$ cat src/rtl/text_to_utf8_transcoder_assert.svh
// ---------------------------------------------------------------------------
// text_to_utf8_transcoder assertion macros
// concurrent checks clocked on clk_i, disabled while rst_ni is low
// ---------------------------------------------------------------------------
`ifndef TEXT_TO_UTF8_TRANSCODER_ASSERT_SVH
`define TEXT_TO_UTF8_TRANSCODER_ASSERT_SVH

`ifndef SYNTHESIS
`define TU8_ASSERT(lbl, prop, msg) \
  lbl: assert property (@(posedge clk_i) disable iff (!rst_ni) prop) else $error(msg);
`define TU8_ASSERT_NEVER(lbl, cond, msg) \
  lbl: assert property (@(posedge clk_i) disable iff (!rst_ni) !(cond)) else $error(msg);
`else
`define TU8_ASSERT(lbl, prop, msg)
`define TU8_ASSERT_NEVER(lbl, cond, msg)
`endif

`endif

$ cat src/rtl/tu8_pkg.sv
// ---------------------------------------------------------------------------
// tu8_pkg
// shared types and constants of the utf-8 transcoder
// ---------------------------------------------------------------------------
package tu8_pkg;

  localparam logic [1:0] FmtLatin1 = 2'd0;
  localparam logic [1:0] FmtUtf16  = 2'd1;
  localparam logic [1:0] FmtUtf32  = 2'd2;

  localparam logic [1:0] FmtReset  = FmtUtf16;

  // one encoded run: byte 0 goes out first
  typedef struct packed {
    logic [3:0][7:0] bytes;
    logic [1:0]      last_idx;
  } entry_t;

endpackage

$ cat src/rtl/tu8_front.sv
// ---------------------------------------------------------------------------
// tu8_front
// accepts source units, tracks surrogate and stop state, encodes one run
// ---------------------------------------------------------------------------
`include "text_to_utf8_transcoder_assert.svh"

module tu8_front (
  input  logic             clk_i,
  input  logic             rst_ni,
  input  logic             cfg_valid_i,
  output logic             cfg_ready_o,
  input  logic [1:0]       source_format_i,
  input  logic             in_valid_i,
  output logic             in_ready_o,
  input  logic [31:0]      code_unit_i,
  input  logic             last_unit_i,
  output logic             push_o,
  output tu8_pkg::entry_t  push_data_o,
  input  logic             full_i
);

  logic [1:0]  fmt_q, fmt_d;
  logic [9:0]  held_bits_q, held_bits_d;
  logic        held_valid_q, held_valid_d;
  logic        stopped_q, stopped_d;

  logic        accept;
  logic [15:0] u16;
  logic [15:0] low_part;
  logic [20:0] pair_cp;
  logic [31:0] cp;
  logic        have_cp;
  logic        encodable;
  logic [1:0]  last_idx;
  logic [3:0][7:0] bytes;

  assign cfg_ready_o = 1'b1;
  assign in_ready_o  = !full_i;
  assign accept      = in_valid_i && !full_i;

  assign u16      = code_unit_i[15:0];
  assign low_part = u16 - 16'hDC00;
  assign pair_cp  = {1'b0, ({held_bits_q, 10'b0} | {4'b0, low_part})} + 21'h10000;

  always_comb begin
    held_bits_d  = held_bits_q;
    held_valid_d = held_valid_q;
    stopped_d    = stopped_q;
    cp           = '0;
    have_cp      = 1'b0;
    if (!stopped_q) begin
      unique case (fmt_q)
        tu8_pkg::FmtLatin1: begin
          held_valid_d = 1'b0;
          cp           = {24'b0, code_unit_i[7:0]};
          have_cp      = 1'b1;
        end
        tu8_pkg::FmtUtf16: begin
          if (held_valid_q) begin
            cp           = {11'b0, pair_cp};
            held_valid_d = 1'b0;
            have_cp      = 1'b1;
          end else if (u16[15:11] != 5'b11011) begin
            cp      = {16'b0, u16};
            have_cp = 1'b1;
          end else if (u16[10] == 1'b0) begin
            if (!last_unit_i) begin
              held_bits_d  = u16[9:0];
              held_valid_d = 1'b1;
            end
          end else begin
            stopped_d = 1'b1;
          end
        end
        default: begin
          held_valid_d = 1'b0;
          cp           = code_unit_i;
          have_cp      = 1'b1;
        end
      endcase
      if (have_cp && (cp == 32'd0)) begin
        stopped_d = 1'b1;
      end
    end
    if (last_unit_i) begin
      held_bits_d  = '0;
      held_valid_d = 1'b0;
      stopped_d    = 1'b0;
    end
  end

  // utf-8 encoder
  always_comb begin
    bytes     = '0;
    last_idx  = 2'd0;
    encodable = 1'b1;
    priority if (cp <= 32'h7F) begin
      bytes[0] = cp[7:0];
    end else if (cp <= 32'h7FF) begin
      bytes[0] = {3'b110, cp[10:6]};
      bytes[1] = {2'b10, cp[5:0]};
      last_idx = 2'd1;
    end else if (cp <= 32'hFFFF) begin
      bytes[0] = {4'b1110, cp[15:12]};
      bytes[1] = {2'b10, cp[11:6]};
      bytes[2] = {2'b10, cp[5:0]};
      last_idx = 2'd2;
    end else if (cp <= 32'h10FFFF) begin
      bytes[0] = {5'b11110, cp[20:18]};
      bytes[1] = {2'b10, cp[17:12]};
      bytes[2] = {2'b10, cp[11:6]};
      bytes[3] = {2'b10, cp[5:0]};
      last_idx = 2'd3;
    end else begin
      encodable = 1'b0;
    end
  end

  assign push_o               = accept && !stopped_q && have_cp && (cp != 32'd0) && encodable;
  assign push_data_o.bytes    = bytes;
  assign push_data_o.last_idx = last_idx;

  always_ff @(posedge clk_i or negedge rst_ni) begin
    if (!rst_ni) begin
      fmt_q        <= tu8_pkg::FmtReset;
      held_bits_q  <= '0;
      held_valid_q <= 1'b0;
      stopped_q    <= 1'b0;
    end else begin
      fmt_q <= fmt_d;
      if (accept) begin
        held_bits_q  <= held_bits_d;
        held_valid_q <= held_valid_d;
        stopped_q    <= stopped_d;
      end
    end
  end

  assign fmt_d = cfg_valid_i ? source_format_i : fmt_q;

  // a stopped string never holds a surrogate
  `TU8_ASSERT_NEVER(a_stop_excl_held, stopped_q && held_valid_q, "held surrogate in stopped string")

endmodule

$ cat src/rtl/tu8_queue.sv
// ---------------------------------------------------------------------------
// tu8_queue
// short queue of encoded runs between front and back
// ---------------------------------------------------------------------------
`include "text_to_utf8_transcoder_assert.svh"

module tu8_queue #(
  parameter int unsigned Depth = 2
) (
  input  logic             clk_i,
  input  logic             rst_ni,
  input  logic             push_i,
  input  tu8_pkg::entry_t  push_data_i,
  output logic             full_o,
  input  logic             pop_i,
  output logic             pop_valid_o,
  output tu8_pkg::entry_t  pop_data_o
);

  localparam int unsigned PtrW = (Depth > 1) ? $clog2(Depth) : 1;
  localparam int unsigned CntW = $clog2(Depth + 1);
  localparam logic [PtrW-1:0] PtrMax = PtrW'(Depth - 1);
  localparam logic [CntW-1:0] CntMax = CntW'(Depth);

  tu8_pkg::entry_t entries_q [Depth];
  logic [PtrW-1:0] wr_ptr_q, wr_ptr_d;
  logic [PtrW-1:0] rd_ptr_q, rd_ptr_d;
  logic [CntW-1:0] count_q, count_d;

  assign full_o      = (count_q == CntMax);
  assign pop_valid_o = (count_q != '0);
  assign pop_data_o  = entries_q[rd_ptr_q];

  always_comb begin
    wr_ptr_d = wr_ptr_q;
    rd_ptr_d = rd_ptr_q;
    count_d  = count_q;
    if (push_i) begin
      wr_ptr_d = (wr_ptr_q == PtrMax) ? '0 : wr_ptr_q + 1'b1;
    end
    if (pop_i) begin
      rd_ptr_d = (rd_ptr_q == PtrMax) ? '0 : rd_ptr_q + 1'b1;
    end
    unique case ({push_i, pop_i})
      2'b10:   count_d = count_q + 1'b1;
      2'b01:   count_d = count_q - 1'b1;
      default: count_d = count_q;
    endcase
  end

  always_ff @(posedge clk_i or negedge rst_ni) begin
    if (!rst_ni) begin
      wr_ptr_q <= '0;
      rd_ptr_q <= '0;
      count_q  <= '0;
    end else begin
      wr_ptr_q <= wr_ptr_d;
      rd_ptr_q <= rd_ptr_d;
      count_q  <= count_d;
    end
  end

  always_ff @(posedge clk_i) begin
    if (push_i) begin
      entries_q[wr_ptr_q] <= push_data_i;
    end
  end

  `TU8_ASSERT_NEVER(a_no_overflow, push_i && full_o, "push into full queue")
  `TU8_ASSERT_NEVER(a_no_underflow, pop_i && !pop_valid_o, "pop from empty queue")

endmodule

$ cat src/rtl/tu8_back.sv
// ---------------------------------------------------------------------------
// tu8_back
// serializes each encoded run into single bytes behind an output register
// ---------------------------------------------------------------------------
`include "text_to_utf8_transcoder_assert.svh"

module tu8_back (
  input  logic             clk_i,
  input  logic             rst_ni,
  input  logic             pop_valid_i,
  input  tu8_pkg::entry_t  pop_data_i,
  output logic             pop_o,
  output logic             out_valid_o,
  input  logic             out_ready_i,
  output logic [7:0]       utf8_byte_o,
  output logic             run_last_o
);

  logic            cur_valid_q, cur_valid_d;
  tu8_pkg::entry_t cur_q;
  logic [1:0]      idx_q, idx_d;
  logic            out_valid_q, out_valid_d;
  logic [7:0]      out_byte_q;
  logic            out_last_q;

  logic            out_free;
  logic            send;
  logic            send_last;

  assign out_free  = !out_valid_q || out_ready_i;
  assign send      = cur_valid_q && out_free;
  assign send_last = send && (idx_q == cur_q.last_idx);
  assign pop_o     = pop_valid_i && (!cur_valid_q || send_last);

  always_comb begin
    cur_valid_d = cur_valid_q;
    idx_d       = idx_q;
    out_valid_d = out_valid_q;
    if (out_ready_i) begin
      out_valid_d = 1'b0;
    end
    if (send) begin
      out_valid_d = 1'b1;
      idx_d       = idx_q + 1'b1;
    end
    if (send_last) begin
      cur_valid_d = 1'b0;
    end
    if (pop_o) begin
      cur_valid_d = 1'b1;
      idx_d       = 2'd0;
    end
  end

  always_ff @(posedge clk_i or negedge rst_ni) begin
    if (!rst_ni) begin
      cur_valid_q <= 1'b0;
      idx_q       <= 2'd0;
      out_valid_q <= 1'b0;
    end else begin
      cur_valid_q <= cur_valid_d;
      idx_q       <= idx_d;
      out_valid_q <= out_valid_d;
    end
  end

  always_ff @(posedge clk_i) begin
    if (pop_o) begin
      cur_q <= pop_data_i;
    end
    if (send) begin
      out_byte_q <= cur_q.bytes[idx_q];
      out_last_q <= send_last;
    end
  end

  assign out_valid_o = out_valid_q;
  assign utf8_byte_o = out_byte_q;
  assign run_last_o  = out_last_q;

  // the byte index never runs past the end of the current run
  `TU8_ASSERT_NEVER(a_idx_in_run, cur_valid_q && (idx_q > cur_q.last_idx), "byte index past run")

endmodule

$ cat src/rtl/text_to_utf8_transcoder.sv
// an accepted unit's run goes to the queue, then to the serializer's current
//   run register; its 1 to 4 bytes leave one by one via the output register
// throughput: one output byte per cycle while out_ready_i is high
// units that emit nothing are taken at one per cycle while the queue has room
// reset: asynchronous active low; clears queue, serializer and string state,
//   source format returns to utf-16
// ---------------------------------------------------------------------------
// text_to_utf8_transcoder
// transcodes latin-1, utf-16 or utf-32 units into a utf-8 byte stream
// ---------------------------------------------------------------------------
module text_to_utf8_transcoder #(
  parameter int unsigned QueueDepth = 2
) (
  input  logic        clk_i,
  input  logic        rst_ni,
  input  logic        cfg_valid_i,
  output logic        cfg_ready_o,
  input  logic [1:0]  source_format_i,
  input  logic        in_valid_i,
  output logic        in_ready_o,
  input  logic [31:0] code_unit_i,
  input  logic        last_unit_i,
  output logic        out_valid_o,
  input  logic        out_ready_i,
  output logic [7:0]  utf8_byte_o,
  output logic        run_last_o
);

  logic            push;
  tu8_pkg::entry_t push_data;
  logic            full;
  logic            pop;
  logic            pop_valid;
  tu8_pkg::entry_t pop_data;

  tu8_front u_front (
    .clk_i           (clk_i),
    .rst_ni          (rst_ni),
    .cfg_valid_i     (cfg_valid_i),
    .cfg_ready_o     (cfg_ready_o),
    .source_format_i (source_format_i),
    .in_valid_i      (in_valid_i),
    .in_ready_o      (in_ready_o),
    .code_unit_i     (code_unit_i),
    .last_unit_i     (last_unit_i),
    .push_o          (push),
    .push_data_o     (push_data),
    .full_i          (full)
  );

  tu8_queue #(
    .Depth (QueueDepth)
  ) u_queue (
    .clk_i       (clk_i),
    .rst_ni      (rst_ni),
    .push_i      (push),
    .push_data_i (push_data),
    .full_o      (full),
    .pop_i       (pop),
    .pop_valid_o (pop_valid),
    .pop_data_o  (pop_data)
  );

  tu8_back u_back (
    .clk_i       (clk_i),
    .rst_ni      (rst_ni),
    .pop_valid_i (pop_valid),
    .pop_data_i  (pop_data),
    .pop_o       (pop),
    .out_valid_o (out_valid_o),
    .out_ready_i (out_ready_i),
    .utf8_byte_o (utf8_byte_o),
    .run_last_o  (run_last_o)
  );

endmodule

$ cat config.mk
export PLATFORM = sky130hd
export DESIGN_NAME = text_to_utf8_transcoder
export DESIGN_NICKNAME = d
export VERILOG_FILES = /design/src/rtl/tu8_pkg.sv /design/src/rtl/tu8_front.sv /design/src/rtl/tu8_queue.sv /design/src/rtl/tu8_back.sv /design/src/rtl/text_to_utf8_transcoder.sv
export VERILOG_INCLUDE_DIRS = /design/src /design/src/rtl
export SDC_FILE = /design/constraint.sdc
export NUM_CORES = 1
export LEC_CHECK = 0
export BUFFER_PORTS_ARGS = -buffer_cell sky130_fd_sc_hd__buf_4
export CORE_MARGIN = 5
export CORE_UTILIZATION = 45
export CTS_CLUSTER_SIZE = 20
export DETAILED_ROUTE_END_ITERATION = 6
export GPL_TIMING_DRIVEN = 1
export PLACE_DENSITY = 0.67
export SYNTH_ARGS = -nofsm -noshare
export SYNTH_HDL_FRONTEND = slang
export SYNTH_SLANG_ARGS = --single-unit
export TNS_END_PERCENT = 50
$ cat constraint.sdc
create_clock -name clk_i -period 5.03 [get_ports clk_i]
set_input_delay 0.7545 -clock clk_i [delete_from_list [all_inputs] [get_ports clk_i]]
set_output_delay 0.7545 -clock clk_i [all_outputs]
set_load 0.01 [all_outputs]
==> results.txt <==
Outcome -> complete, no violations
DRT iter0 DRCs -> 256
Final period utilization -> 0.697
CTS buffer count -> 17
Share of the synthesized area in the top cell type -> 0.518
Global route overflow -> 0
Crit path max fanout -> 30
CTS root buf -> clkbuf_16
Synthesized instance count -> 402
Filler cells -> 1,013
Multi-input logic area -> 2100 um^2
Post-cts sizing count -> 0
Crit path DAT -> 3.56 ns
Drt drc -> 0
Post-Route WL -> 12,600 um
Area Growth Syn to Fin -> 19.7%
Type of origin of the critical path -> register
CP Capture Type -> register
CTS tree -> built
Critical path type -> register to register
Clock buffer depth -> 2
Die Ht -> 123 um
Net count, final -> 501
First-pass DRT Iterations -> 5
DIE WIDTH -> 123 um
Slew @ Worst Pin -> 1.28 ns
Pre-CTS setup slack -> 1.50 ns
Fmax -> 285 MHz
Via density -> 5.64
GP Congestion -> 0.931
Slew Limit Fails -> 0
Share of layout cells above drive strength 1 -> 0.323
Std cell rows -> 41
Seq cells post-synth -> 121
Leading area contributor after synthesis -> edfxtp_1
Via count -> 3,619
GR Util All Layers -> 0.181
Synth cell count leaders -> edfxtp_1, mux2_2, nor2_1, nand2_1, dfrtp_1
Clock skew -> 0.0113 ns
Core area -> 12,600 um^2
Die area -> 15,100 um^2
Synth Flop Type -> edfxtp_1
Setup TNS -> 0 ns
Starting density of the core -> 0.456
Hold Fails Final Rpt -> 0
Seq/Total Area, Yosys -> 0.614
Syn avg cell area -> 14.3 um^2
Drt wl/cell -> 19.6 um
Postcts setup bufs -> 0
Top-level I/O count -> 52
Initial antenna violation count -> 0
Largest net degree at the start of global routing -> 32
Reg area -> 3520 um^2
Fin util -> 0.546
DRT antenna net count -> 0
Clk Latency, worst-skew pair -> 0.41 ns
Yosys warning total -> 0
CTS Sinks -> 121
Count of cell types in the netlist -> 83
Max-Cap Viols -> 0
Leakage -> 0.00248 uW
Worst hold path class -> input port to asynchronous set/reset pin
H-tree levels -> 4
Pwr/cell area -> 503 nW/um^2
First-pass GRT wire length -> 20,200 um
Async SR Flop Fraction -> 0.182
Final worst slack -> 1.52 ns
Port buffer count -> 50
Mapped cell area -> 5740 um^2
Unrepaired setup endpoints after global routing -> false
Tmin final -> 3.51 ns
Vias in the first global route -> 3,702
Worst EP required -> 5.08 ns
Maximum VDD drop -> 0.203 mV
Max_slew headroom -> 0.140
Post-synth EDFFs -> 99
Synth area leaders -> edfxtp_1, dfrtp_1, mux2_2, mux4_2, a22o_1
Antenna cells -> 0
Setup Viol. Count Final -> 0
HPWL Detailed -> 9010 um
Most frequent cell after synthesis -> edfxtp_1
Post-synth net total -> 445
Hold Buf Count CTS -> 0
Reg clk slew, reported paths -> 0.05 ns
## cells in the final DEF (no fill, tap or decap), types with 3 or more instances in the layout
cell,synthesis,final
edfxtp_1,99,99
buf_4,3,54
mux2_2,31,31
nand2_1,24,24
nor2_1,25,23
dfrtp_1,21,21
clkbuf_16,0,17
a22o_1,13,13
a21oi_1,13,12
inv_1,9,9
o21ai_0,8,8
mux4_2,7,7
nand2b_1,6,6
nand3_1,6,6
xnor2_1,6,6
o22ai_1,6,6
a31oi_1,5,5
nor3_1,5,5
clkinvlp_4,0,5
and2_1,4,4
xor2_1,4,4
nand4_1,4,4
and3_1,4,4
mux2i_1,4,4
a2bb2oi_1,3,3
a21o_1,3,3
nor2b_1,3,3
a22oi_1,3,3
ha_1,3,3
clkinv_1,0,3
bufinv_16,0,3
## metal layers
metal / vias to the layer above / global-route usage / share of wire
li1: 1696 / - / -
met1: 1814 / 0.234 / 0.44
met2: 88 / 0.282 / 0.50
met3: 21 / 0.0522 / 0.044
met4: 0 / 0.0819 / 0.021
met5: - / 0 / 0
## flip-flops by register name, indices dropped and copies added (netlist names), 2 cells and up
name and cells:
u_back.idx_q 2, u_front.held_bits_q 10, u_queue.entries_q 60, u_back.cur_q 30
u_back.utf8_byte_o 8, u_queue.count_q 2, u_front.fmt_q 2
## logic make-up (layout without fill, tap and decap cells)
family / Yosys count / in the layout / synth area share
DFF: 121 / 121 / 0.614
adders and majority gates: 3 / 3 / 0.00654
muxes: 42 / 42 / 0.0953
and+or+nand+nor: 106 / 106 / 0.107
xor gates and xnor gates: 11 / 11 / 0.0181
other: 1 / 1 / 0.000654
AOI/OAI and AO/OA: 91 / 91 / 0.136
buffers and inverters: 27 / 95 / 0.0225
## stage by stage
| stage | hold slack (ns) | total power (uW) | cell area [um^2] | cells |
|---|---|---|---|---|
| detailed placement | 0.489 | 2300 | 6280 | 611 |
| global placement | 0.484 | 2280 | 6280 | 611 |
| CTS | 0.227 | 3490 | 6870 | 642 |
| floorplan | 0.451 | 2030 | 5740 | 402 |
| global route | 0.241 | 3620 | 6870 | 642 |
| finish | 0.237 | 3450 | 6870 | 642 |
## area by class of cell
| class | instances | share of cell area |
|---|---|---|
| Clock buffer | 17 | 0.0620 |
| Clock inverter | 14 | 0.0230 |
| Inverter | 10 | 0.00547 |
| Multi-Input combinational cell | 254 | 0.306 |
| Sequential cell | 121 | 0.513 |
| Tap cell | 172 | 0.0313 |
| Timing Repair Buffer | 54 | 0.0590 |
## report_power, final
part | switching, uW | internal [uW] | leakage [uW]
clock | 418 | 767 | 0.000269
combinational | 398 | 366 | 0.00101
sequential | 109 | 1400 | 0.00120
## worst max-delay path: stages, from the launching register on
cell       delay [ns]
dfrtp_1          0.68
nand2b_1         0.38
o311a_1          0.40
nor4_2           0.49
a2111oi_2        0.13
and3_1           0.31
a31o_4           0.28
nor2_2           0.08
buf_4            0.37
## path summary, 6_finish.rpt
check	cells past startpoint	slack [ns]	from	end
setup / recovery	8	1.52	u_front.fmt_q[1]	u_queue.entries_q[1][28]
hold / removal	1	0.24	rst_ni	u_back.idx_q[1]
setup reg to reg	8	1.52	u_front.fmt_q[1]	u_queue.entries_q[1][28]
hold reg to reg	1	0.49	u_queue.count_q[1]	u_queue.count_q[1]
max in group asynchronous	1	4.50	rst_ni	u_front.fmt_q[0]
min in group clk_i	1	0.49	u_queue.count_q[1]	u_queue.count_q[1]
Power figures use the tool's default switching activity.
